**src/hdl/crc8fr_pkg.sv**
```systemverilog
`timescale 1ns / 1ps
`default_nettype none
package crc8fr_pkg;

	localparam int HDR_LEN          = 12;
	localparam int HDR_CNT_W        = 4;
	localparam int CRC_START        = 3;
	localparam logic [7:0] CRC_POLY = 8'h07;
	localparam int MAX_DATA_LEN_DEF = 4096;
	localparam int FRAME_LEN_W      = 13;
	localparam int SEQ_W            = 32;
	localparam int TDATA_W          = 56;
	localparam int TUSER_W          = 3;
	localparam int PADDR_W          = 3;
	localparam logic [15:0] MARKER_RST = 16'h0000;

	typedef enum logic [1:0] {
		ST_BUSY = 2'd0,
		ST_GOOD = 2'd1,
		ST_BAD  = 2'd2
	} status_t;

	typedef struct packed {
		logic [7:0]             data_byte;
		logic                   byte_valid;
		logic                   last;
		status_t                status;
		logic [SEQ_W-1:0]       seq_number;
		logic [FRAME_LEN_W-1:0] frame_length;
	} res_t;

	function automatic logic [7:0] crc8_step(input logic [7:0] crc, input logic [7:0] b);
		logic [7:0] c;
		c = crc ^ b;
		for (int i = 0; i < 8; i++) begin
			if (c[7]) begin
				c = {c[6:0], 1'b0} ^ CRC_POLY;
			end else begin
				c = {c[6:0], 1'b0};
			end
		end
		return c;
	endfunction

endpackage
`default_nettype wire

```
**src/hdl/crc8_frame_receiver_top.sv**
```systemverilog
// CRC-8 framed packet receiver.
// s_axis: one received byte per item (s_tdata). Each frame starts with a
// 12-byte little-endian header: marker, header CRC, data CRC, sequence
// number, length. A header is taken when the marker matches frame_marker,
// the CRC-8 (poly 0x07, init 0) over bytes 3..11 matches and the length is
// at most MAX_DATA_LEN; otherwise all twelve bytes are dropped.
// m_axis: one item per payload byte; tlast marks the last byte, whose tuser
// status carries the data CRC verdict (1 good, 2 mismatch). A zero-length
// frame yields a single item with byte_valid low on its twelfth header byte.
// APB: register 0 (byte address 0) holds frame_marker.
// Path: an accepted s_axis byte enters the input register, then the result
// register drives m_tvalid. Throughput: one byte per cycle while m_tready
// does not stall, set by the combinational CRC/counter update in between.
// Reset: clears the header counter, CRC, payload state and marker; stored
// items are discarded. A stalled m_tready holds the result register; the
// input register still takes one more item, then s_tready drops.
`timescale 1ns / 1ps
`default_nettype none
module crc8_frame_receiver_top
	import crc8fr_pkg::*;
#(
	parameter int MAX_DATA_LEN = MAX_DATA_LEN_DEF
) (
	input  wire logic               clk,
	input  wire logic               arst_n,
	input  wire logic               s_tvalid,
	output logic                    s_tready,
	input  wire logic [7:0]         s_tdata,  // [7:0] rx_byte
	output logic                    m_tvalid,
	input  wire logic               m_tready,
	output logic [TDATA_W-1:0]      m_tdata,  // [7:0] data_byte, [39:8] seq_number,
	                                          // [52:40] frame_length, rest zero
	output logic [TUSER_W-1:0]      m_tuser,  // [0] byte_valid, [2:1] status
	output logic                    m_tlast,
	input  wire logic               psel,
	input  wire logic               penable,
	input  wire logic               pwrite,
	input  wire logic [PADDR_W-1:0] paddr,
	input  wire logic [31:0]        pwdata,
	output logic      [31:0]        prdata,
	output logic                    pready
);

	logic        valid_s1;
	logic [7:0]  byte_s1;
	logic        go;
	logic        out_free;
	logic        res_valid;
	res_t        res;
	logic [15:0] frame_marker;

	assign go       = valid_s1 && out_free;
	assign s_tready = !valid_s1 || go;

	always_ff @(posedge clk or negedge arst_n) begin
		if (!arst_n) begin
			valid_s1 <= 1'b0;
		end else if (s_tready) begin
			valid_s1 <= s_tvalid;
		end
	end

	always_ff @(posedge clk) begin
		if (s_tready && s_tvalid) begin
			byte_s1 <= s_tdata;
		end
	end

	crc8fr_apb_regs u_regs (
		.clk          (clk),
		.arst_n       (arst_n),
		.psel         (psel),
		.penable      (penable),
		.pwrite       (pwrite),
		.paddr        (paddr),
		.pwdata       (pwdata),
		.prdata       (prdata),
		.pready       (pready),
		.frame_marker (frame_marker)
	);

	crc8fr_deframer #(
		.MAX_DATA_LEN (MAX_DATA_LEN)
	) u_deframer (
		.clk          (clk),
		.arst_n       (arst_n),
		.go           (go),
		.byte_s1      (byte_s1),
		.frame_marker (frame_marker),
		.res_valid    (res_valid),
		.res          (res)
	);

	crc8fr_out_reg u_out (
		.clk       (clk),
		.arst_n    (arst_n),
		.res_valid (res_valid),
		.res       (res),
		.out_free  (out_free),
		.m_tvalid  (m_tvalid),
		.m_tready  (m_tready),
		.m_tdata   (m_tdata),
		.m_tuser   (m_tuser),
		.m_tlast   (m_tlast)
	);

endmodule
`default_nettype wire

```
**src/hdl/crc8fr_apb_regs.sv**
```systemverilog
`timescale 1ns / 1ps
`default_nettype none
module crc8fr_apb_regs
	import crc8fr_pkg::*;
(
	input  wire logic               clk,
	input  wire logic               arst_n,
	input  wire logic               psel,
	input  wire logic               penable,
	input  wire logic               pwrite,
	input  wire logic [PADDR_W-1:0] paddr,
	input  wire logic [31:0]        pwdata,
	output logic      [31:0]        prdata,
	output logic                    pready,
	output logic      [15:0]        frame_marker
);

	logic        sel_marker;
	logic [15:0] marker_q;

	assign pready       = 1'b1;
	assign sel_marker   = (paddr[PADDR_W-1] == 1'b0);
	assign frame_marker = marker_q;
	assign prdata       = sel_marker ? {16'h0000, marker_q} : 32'h0000_0000;

	always_ff @(posedge clk or negedge arst_n) begin
		if (!arst_n) begin
			marker_q <= MARKER_RST;
		end else if (psel && penable && pwrite && pready && sel_marker) begin
			marker_q <= pwdata[15:0];
		end
	end

endmodule
`default_nettype wire

```
**src/hdl/crc8fr_deframer.sv**
```systemverilog
`timescale 1ns / 1ps
`default_nettype none
module crc8fr_deframer
	import crc8fr_pkg::*;
#(
	parameter int MAX_DATA_LEN = MAX_DATA_LEN_DEF
) (
	input  wire logic        clk,
	input  wire logic        arst_n,
	input  wire logic        go,
	input  wire logic [7:0]  byte_s1,
	input  wire logic [15:0] frame_marker,
	output logic             res_valid,
	output res_t             res
);

	localparam int CNT_W = $clog2(MAX_DATA_LEN + 1);

	logic                 in_payload_q;
	logic [HDR_CNT_W-1:0] hdr_cnt_q;
	logic [7:0]           hdr_q [HDR_LEN];
	logic [7:0]           crc_q;
	logic [CNT_W-1:0]     pay_cnt_q;

	logic [7:0]       crc_upd;
	logic             hdr_last;
	logic [31:0]      len_w;
	logic             hdr_ok;
	logic             len_zero;
	logic [15:0]      len_lo;
	logic [CNT_W-1:0] pay_len;
	logic [CNT_W-1:0] pay_cnt_nx;
	logic             pay_end;

	always_comb begin
		crc_upd    = crc8_step(crc_q, byte_s1);
		hdr_last   = (hdr_cnt_q == HDR_CNT_W'(HDR_LEN - 1));
		len_w      = {byte_s1, hdr_q[10], hdr_q[9], hdr_q[8]};
		len_zero   = (len_w == 32'd0);
		hdr_ok     = ({hdr_q[1], hdr_q[0]} == frame_marker) && (crc_upd == hdr_q[2]) &&
			(len_w <= 32'(MAX_DATA_LEN));
		len_lo     = {hdr_q[9], hdr_q[8]};
		pay_len    = len_lo[CNT_W-1:0];
		pay_cnt_nx = pay_cnt_q + CNT_W'(1);
		pay_end    = (pay_cnt_nx >= pay_len);

		res.seq_number   = {hdr_q[7], hdr_q[6], hdr_q[5], hdr_q[4]};
		res.frame_length = len_lo[FRAME_LEN_W-1:0];
		if (in_payload_q) begin
			res_valid      = go;
			res.data_byte  = byte_s1;
			res.byte_valid = 1'b1;
			res.last       = pay_end;
			if (!pay_end) begin
				res.status = ST_BUSY;
			end else if (crc_upd == hdr_q[3]) begin
				res.status = ST_GOOD;
			end else begin
				res.status = ST_BAD;
			end
		end else begin
			// empty frame: verdict comes with the header
			res_valid      = go && hdr_last && hdr_ok && len_zero;
			res.data_byte  = 8'h00;
			res.byte_valid = 1'b0;
			res.last       = 1'b1;
			res.status     = (hdr_q[3] == 8'h00) ? ST_GOOD : ST_BAD;
		end
	end

	for (genvar i = 0; i < HDR_LEN; i++) begin : g_hdr
		always_ff @(posedge clk) begin
			if (go && !in_payload_q && (hdr_cnt_q == HDR_CNT_W'(i))) begin
				hdr_q[i] <= byte_s1;
			end
		end
	end

	always_ff @(posedge clk or negedge arst_n) begin
		if (!arst_n) begin
			in_payload_q <= 1'b0;
			hdr_cnt_q    <= '0;
			crc_q        <= 8'h00;
			pay_cnt_q    <= '0;
		end else if (go) begin
			if (!in_payload_q) begin
				if (hdr_last) begin
					hdr_cnt_q    <= '0;
					crc_q        <= 8'h00;
					pay_cnt_q    <= '0;
					in_payload_q <= hdr_ok && !len_zero;
				end else begin
					hdr_cnt_q <= hdr_cnt_q + HDR_CNT_W'(1);
					if (hdr_cnt_q >= HDR_CNT_W'(CRC_START)) begin
						crc_q <= crc_upd;
					end
				end
			end else if (pay_end) begin
				in_payload_q <= 1'b0;
				crc_q        <= 8'h00;
				pay_cnt_q    <= '0;
			end else begin
				crc_q     <= crc_upd;
				pay_cnt_q <= pay_cnt_nx;
			end
		end
	end

endmodule
`default_nettype wire

```
**src/hdl/crc8fr_out_reg.sv**
```systemverilog
`timescale 1ns / 1ps
`default_nettype none
module crc8fr_out_reg
	import crc8fr_pkg::*;
(
	input  wire logic               clk,
	input  wire logic               arst_n,
	input  wire logic               res_valid,
	input  wire res_t               res,
	output logic                    out_free,
	output logic                    m_tvalid,
	input  wire logic               m_tready,
	output logic [TDATA_W-1:0]      m_tdata,
	output logic [TUSER_W-1:0]      m_tuser,
	output logic                    m_tlast
);

	logic valid_q;
	res_t res_q;

	assign out_free = !valid_q || m_tready;
	assign m_tvalid = valid_q;
	assign m_tlast  = res_q.last;
	assign m_tuser  = {res_q.status, res_q.byte_valid};
	assign m_tdata  = {TDATA_W'({res_q.frame_length, res_q.seq_number, res_q.data_byte})};

	always_ff @(posedge clk or negedge arst_n) begin
		if (!arst_n) begin
			valid_q <= 1'b0;
		end else if (out_free) begin
			valid_q <= res_valid;
		end
	end

	always_ff @(posedge clk) begin
		if (out_free && res_valid) begin
			res_q <= res;
		end
	end

endmodule
`default_nettype wire

```
**config.mk**
```make
export PLATFORM = sky130hd
export DESIGN_NAME = crc8_frame_receiver_top
export DESIGN_NICKNAME = d
export VERILOG_FILES = /design/src/hdl/crc8fr_pkg.sv /design/src/hdl/crc8_frame_receiver_top.sv /design/src/hdl/crc8fr_apb_regs.sv /design/src/hdl/crc8fr_deframer.sv /design/src/hdl/crc8fr_out_reg.sv
export SDC_FILE = /design/constraint.sdc
export NUM_CORES = 1
export LEC_CHECK = 0
export ABC_AREA = 0
export BUFFER_PORTS_ARGS = -buffer_cell sky130_fd_sc_hd__buf_2
export CORE_ASPECT_RATIO = 0.8
export CORE_MARGIN = 10
export CORE_UTILIZATION = 51
export DETAILED_ROUTE_END_ITERATION = 10
export GPL_TIMING_DRIVEN = 0
export PLACE_DENSITY = 0.77
export SKIP_LAST_GASP = 1
export SYNTH_ARGS = -nofsm -noshare
export SYNTH_HDL_FRONTEND = slang
export SYNTH_HIERARCHICAL = 1
export SYNTH_SLANG_ARGS = --single-unit
```
**constraint.sdc**
```tcl
create_clock -name clk -period 3.1 [get_ports clk]
set_clock_uncertainty 0.05 [all_clocks]
set_input_delay 0 -clock clk [delete_from_list [all_inputs] [get_ports clk]]
set_output_delay 0 -clock clk [all_outputs]
set_load 0.02 [all_outputs]
```
==> reports/metrics.cfg, run 1 <==
[die]
io_pins=145
start_util_pct=51.7
die_area_um2=22300
fp.coreArea_um2=16400
die_y_um=135
dieWidth_um=164
row_count=42

[timing]
slew_headroom_pct=13.2
post-route-period-util_pct=104
rsz0062_at_grt=true
fin_crit_ns=3.21
finalHoldViolCount=0
setup_ws_ns=-0.112
fmax_ghz=0.311
worst_pin_slew_ns=1.29
drv_slew=0
setup_viol=30

[place]
port_buffers=106
dp_slack_ns=-0.763
gp_congestion=0.915
dp_cells=917
dpl_cell_area_um2=9420
place_hpwl_um=12300

[setup_path]
arrival_ns=3.35
setup.worst_path.end_class=register
required_ns=3.24
crit_fanout=4
critPathKind=register to register
worstPathBufferInverterCount=3
worstPathCellList=buf_6 -> ha_4 -> nand2_4 -> nor2_4 -> nand4_1 -> nor2_1 -> xor2_1 -> ha_1 -> nand2_4 -> nor4_4 -> a211o_1 -> buf_6 -> nor4b_4 -> inv_2 -> and3_4
crit_path_top_delay_cell=dfrtp_1
crit_path_start_kind=register
path_delay_family=simple AND/OR/NAND/NOR gates
max_stage_delay_ns=0.39

[grt]
grt_pass1_vias=5615
track_usage_pct=18.5
grt-ovfl-total=0
grt_max_degree=45
grt_pass1_wl_um=31100
grt_antenna_before_repair=0

[layout]
layout.nets=891
n_antenna_cell=0
drive_above_1_share_pct=37.7
final_core_util_pct=68.3
area_growth_pct=32.2
stdcell_area_um2=11200
instances_no_fill=1056

[synthesis]
yosys_register_bits=197
synthFlopType=edfxtp_1
synthesis.area_um2=8500
yosys_warnings=6
synth_cell_types=55
syn_area_per_cell_um2=14.8
yosysSeqAreaShare_pct=67.0
synth_edf_count=153
synthCells=574
synthArstFlopShare_pct=22.3

[detailed_routing]
ant_nets=0
detail_route.wl_per_cell_um=20.1
routed_wl_um=21200
drtIter0Drc=625
dr.pass1.iters=6
drc=0
vias=5666
viasPerCell=5.37

[power_and_ir_drop]
p_leak_uw=0.00473
powerDensity_nw_per_um2=685
peakVddDrop_mv=0.420

[cts]
clock_path_buffers=2
cts_tree=done
cts.sinks=197
root_buffer=clkbuf_16
path_clk_slew_ns=0.08
htree_levels=4
cts_made_buffers=17
clock_latency_ns=0.44

[run]
cap_violations=0

[outcome]
status=complete, but fails checks
violations=setup timing

[hold_path]
hold_path_class=input pin to register

-- cell usage in the layout, fill, tap and decap left out, types with 5 or more instances in the layout --
cell and count:
inv_1 25, xor2_1 9, xnor2_1 33, and2_4 9, mux2_4 10, ha_1 16
xnor2_2 7, nor2_1 10, clkbuf_16 17, clkbuf_1 6, and2b_1 6, edfxtp_1 153
o21ai_0 9, nand2_1 28, and2_1 20, dfrtp_1 41, mux2_2 7, buf_6 11
a21oi_1 7, buf_4 91, o22ai_1 5, xnor3_1 9, or3_1 7, dlygate4sd3_1 33
and3_1 5, nand3_1 12, a22o_1 5, nor4_1 5, conb_1 20, buf_2 106
nor2b_1 14, nor3_1 9, inv_6 5, nand4_1 7
-- final timing paths --
kind                                           endpoint  cells after the start                     from  slack (ns)
max in group asynchronous       u_deframer/pay_cnt_q[3]                      2                   arst_n        2.08
worst min register to register        u_out/m_tdata[36]                      0  u_deframer/hdr_q[3][12]        0.37
min in group asynchronous       u_deframer/pay_cnt_q[2]                      2                   arst_n        0.22
worst max register to register         u_out/m_tuser[2]                     15  u_deframer/pay_cnt_q[1]       -0.11
worst min-delay path             u_regs/frame_marker[3]                      4                  penable        0.17
worst max-delay path                   u_out/m_tuser[2]                     15  u_deframer/pay_cnt_q[1]       -0.11
-- where the power goes --
part | switching (uW) | total, uW | internal, uW
Sequential | 202 | 3330 | 3130
Combinational | 1100 | 2140 | 1050
Clock | 1060 | 2220 | 1160
-- flip-flops by register name, indices dropped and copies added (netlist names) --
register	flops
u_out/m_tvalid	1
u_deframer/crc_q	8
u_regs/frame_marker	16
u_deframer/pay_cnt_q	13
u_out/m_tlast	1
u_out/m_tuser	3
u_deframer/in_payload_q	1
valid_s1	1
u_deframer/hdr_q	88
u_deframer/hdr_cnt_q	4
byte_s1	8
u_out/m_tdata	53
-- what timing repair did --
action,in CTS,in global routing
pin swaps,21,29
gates resized for setup,38,41
gates cloned,8,0
setup buffers,48,18
endpoints found under the setup margin,82,80
hold endpoints to repair,78,0
hold buffers,33,0
-- kinds of logic after synthesis --
kind of cell,share of synthesized area [%]
fa+ha+maj,2.65
flops,67.0
xor+xnor,8.04
buf+inv,4.64
simple gates,10.5
mux,2.81
other cells,0.132
compound gates,4.23
-- layout make-up --
type | count | area, um2
Buffer | 43 | 319
Fill cell | 1051 | 5210
Timing Repair Buffer | 206 | 1400
Tap cell | 220 | 275
Clock buffer | 17 | 425
Sequential cell | 197 | 5700
Inverter | 26 | 97.6
Clock inverter | 15 | 176
Multi-Input combinational cell | 332 | 2850
-- per-stage QoR --
step	hold slack [ns]	setup TNS [ns]	total power [uW]
after floorplan	-0.346	-5.14	4750
after global placement	0.128	-50.99	5080
after detailed placement	0.128	-52.55	5160
after CTS	0.147	0	7570
after global routing	0.182	-7.78	8040
final	0.171	-1.30	7690
-- cells in the mapped netlist, types with 2 or more instances --
| cell type | instances | area [um2] |
|---|---|---|
| inv_1 | 26 | 97.6 |
| nand4_1 | 7 | 43.8 |
| nor4_1 | 11 | 68.8 |
| nand2b_1 | 4 | 25.0 |
| and2_4 | 2 | 17.5 |
| a41oi_1 | 2 | 17.5 |
| nand2_1 | 30 | 113 |
| dfrtp_1 | 44 | 1100 |
| nand3_1 | 14 | 70.1 |
| nor2_1 | 13 | 48.8 |
| and3_1 | 7 | 43.8 |
| o21ai_0 | 17 | 85.1 |
| nand2b_4 | 2 | 27.5 |
| a21oi_1 | 8 | 40.0 |
| buf_4 | 34 | 255 |
| edfxtp_1 | 153 | 4590 |
| a211oi_1 | 2 | 15.0 |
| clkbuf_1 | 8 | 30.0 |
| and2b_1 | 6 | 45.0 |
| nor3_1 | 9 | 45.0 |
| nand4b_1 | 2 | 17.5 |
| conb_1 | 3 | 11.3 |
| a21o_1 | 2 | 15.0 |
| mux2_4 | 10 | 150 |
| a22o_1 | 5 | 43.8 |
| xor2_1 | 9 | 78.8 |
| xnor2_1 | 40 | 350 |
| a31oi_1 | 3 | 18.8 |
| nor2b_1 | 14 | 87.6 |
| and2_1 | 20 | 125 |
| o22ai_1 | 5 | 31.3 |
| or3_1 | 7 | 43.8 |
| ha_1 | 18 | 225 |
| mux2_2 | 7 | 78.8 |
| nor3b_1 | 2 | 15.0 |
| xnor3_1 | 9 | 203 |
-- tightest hold or removal path, cell delays in order --
cell,delay [ns]
buf_2,0.11
nand4b_4,0.14
buf_6,0.20
mux2_4,0.17
-- routing by layer --
metal,vias up,global-route usage [%],routed length (um)
li1,2543,-,-
met1,2779,24.1,8560
met2,315,29.1,10000
met3,29,6.17,2240
met4,0,4.91,345
met5,-,0,0
No activity file was read; power rests on OpenSTA's default activity.
==> inputs of run 2 (changes only) <==
--- a/config.mk
+++ b/config.mk
@@ -9,10 +9,11 @@
 export BUFFER_PORTS_ARGS = -buffer_cell sky130_fd_sc_hd__buf_2
 export CORE_ASPECT_RATIO = 0.8
 export CORE_MARGIN = 10
-export CORE_UTILIZATION = 51
+export CORE_UTILIZATION = 53
+export CTS_BUF_LIST = sky130_fd_sc_hd__clkbuf_4 sky130_fd_sc_hd__clkbuf_8
 export DETAILED_ROUTE_END_ITERATION = 10
 export GPL_TIMING_DRIVEN = 0
-export PLACE_DENSITY = 0.77
+export PLACE_DENSITY = 0.8
 export SKIP_LAST_GASP = 1
 export SYNTH_ARGS = -nofsm -noshare
 export SYNTH_HDL_FRONTEND = slang
==> reports/metrics.cfg, run 2 (same netlist as run 1, synthesis figures left out) <==
[layout]
nFillCells=1039  ; -1.1%
drive_above_1_share_pct=36.7  ; -0.94 points
layout.nets=877  ; -1.6%
final_cell_mix=edfxtp_1 (153), buf_2 (106), buf_4 (84), dfrtp_1 (42), dlygate4sd3_1 (33)
instances_no_fill=1037  ; -1.8%
n_antenna_cell=0  ; unchanged
largest_reg_flops=88  ; unchanged
area_growth_pct=28.9
regMostFlops=u_deframer/hdr_q
mostFrequentLayoutCell=edfxtp_1

[die]
dieWidth_um=162  ; -1.7%
die_y_um=133  ; -1.6%
io_pins=145  ; unchanged
fp.coreArea_um2=15700  ; -4.3%
start_util_pct=54.0  ; +2.3 points
row_count=41  ; -2.4%
die_area_um2=21500  ; -3.3%

[setup_path]
crit_fanout=7  ; +3
setup.worst_path.end_class=register
required_ns=3.45  ; +0.21 ns
path_delay_family=simple AND/OR/NAND/NOR gates
max_stage_delay_ns=0.41  ; +0.02 ns
arrival_ns=3.58  ; +0.23 ns
crit_path_top_delay_cell=dfrtp_1
worstPathBufferInverterCount=1  ; -2
critPathKind=register to register
crit_path_start_kind=register
worstPathCellList=ha_4 -> nand2_4 -> nor2_4 -> nand4_1 -> nor2_1 -> xor2_1 -> ha_1 -> nand2_2 -> nor4_2 -> a211o_1 -> nor4_4 -> clkbuf_8 -> o21ai_0 -> a31oi_1

[detailed_routing]
detail_route.wl_per_cell_um=19.9  ; -1.0%
ant_nets=0  ; unchanged
vias=5548  ; -2.1%
viasPerCell=5.35  ; -0.29%
drtIter0Drc=536  ; -14%
dr.pass1.iters=7  ; +1
routed_wl_um=20600  ; -2.8%
drc=0  ; unchanged

[grt]
grt_pass1_wl_um=31300  ; +0.76%
grt_antenna_before_repair=0  ; unchanged
grt-ovfl-total=0  ; unchanged
grt_max_degree=45  ; unchanged
track_usage_pct=18.8  ; +0.37 points
grt_pass1_vias=5773  ; +2.8%

[cts]
root_buffer=clkbuf_8
cts_made_buffers=17  ; unchanged
path_clk_slew_ns=0.11  ; +0.03 ns
htree_levels=4  ; unchanged
cts_tree=done
clock_latency_ns=0.48  ; +0.04 ns
cts.sinks=197  ; unchanged
clock_path_buffers=2  ; unchanged

[outcome]
status=complete, but fails checks
violations=setup timing

[timing]
setup_viol=63  ; +110%
finalHoldViolCount=0  ; unchanged
rsz0062_at_grt=true
setup_tns_ns=-2.43  ; -1.14 ns
holdWs_ns=0.111  ; -0.0605 ns
drv_slew=0  ; unchanged
setup_ws_ns=-0.128  ; -0.0163 ns
worst_pin_slew_ns=1.07  ; -0.226 ns
slew_headroom_pct=29.0  ; +16 points
fin_crit_ns=3.23  ; +0.0163 ns
fmax_ghz=0.310  ; -0.51%
post-route-period-util_pct=104  ; +0.53 points

[power_and_ir_drop]
p_leak_uw=0.00457  ; -3.5%
peakVddDrop_mv=0.339  ; -19%
finalPower_uw=7290  ; -5.3%
powerDensity_nw_per_um2=665  ; -2.8%

[place]
port_buffers=106  ; unchanged
dp_slack_ns=-1.13  ; -0.366 ns
place_hpwl_um=12300  ; -0.35%
dp_cells=912  ; -0.55%
gp_congestion=0.890  ; -2.8%

[run]
cap_violations=0  ; unchanged

[hold_path]
hold_path_class=input pin to register

==> run 2: cell types whose count changed in the layout (fill, tap and decap cells not counted), sizes merged <==
| cell | previous run | this run |
|---|---|---|
| clkinv | 4 | 6 |
| inv | 35 | 33 |
| clkbuf | 23 | 25 |
| buf | 210 | 194 |
==> run 2: repair_timing <==
action / 4_1_cts / 5_1_grt
hold endpoints to repair: 78 / 0
resized for setup: 37 / 34
hold buffers: 33 / 0
buffers inserted: 39 / 14
setup endpoints to repair: 83 / 90
cloned: 7 / 0
pin swaps: 18 / 21
==> run 2: final timing paths <==
path	to	slack [ns]	startpoint	cells after the start
max	u_deframer/pay_cnt_q[6]	-0.13	u_deframer/pay_cnt_q[1]	14
min	u_regs/frame_marker[0]	0.11	penable	4
max reg2reg	u_deframer/pay_cnt_q[6]	-0.13	u_deframer/pay_cnt_q[1]	14
min reg2reg	u_out/m_tdata[37]	0.37	u_deframer/hdr_q[3][13]	0
max in group asynchronous	u_deframer/pay_cnt_q[2]	2.12	arst_n	2
min in group asynchronous	u_deframer/pay_cnt_q[0]	0.18	arst_n	2
==> run 2: layout make-up <==
| cell class | count | area, um2 | area share (%) |
|---|---|---|---|
| well taps | 215 | 269 | 2.46 |
| clock inverters | 15 | 183 | 1.67 |
| multi-input cells | 332 | 2890 | 26.3 |
| plain buffers | 43 | 317 | 2.89 |
| repair buffers | 192 | 1270 | 11.6 |
| clock buffers | 17 | 234 | 2.14 |
| inverters | 26 | 97.6 | 0.891 |
| flip-flops and latches | 197 | 5700 | 52.0 |
==> run 2: worst min-delay path, cell delays in order <==
cell and delay, ns:
buf_2 0.11, nand4b_4 0.13, buf_6 0.20, mux2_4 0.17
==> run 2: routing by layer <==
metal	GRT usage [%]	share of wire, %	up-vias
met5	0	0	-
met4	7.57	2.4	0
met3	7.70	11	44
met2	28.9	47	267
met1	23.3	40	2721
li1	-	-	2516
==> run 2: where the power goes <==
group / leakage (uW) / total (uW) / switching, uW / internal [uW]
clock network: 0.000207 / 1690 / 1000 / 684
registers: 0.00196 / 3350 / 231 / 3120
logic: 0.00240 / 2250 / 1140 / 1100
total: 0.00457 / 7290 / 2370 / 4910
==> run 2: stage by stage <==
step,cell area (um2),utilization (%)
CTS,10700,67.9
global placement,9410,59.8
global route,11000,69.5
floorplan,8610,-
detailed placement,9420,59.8
finish,11000,69.5
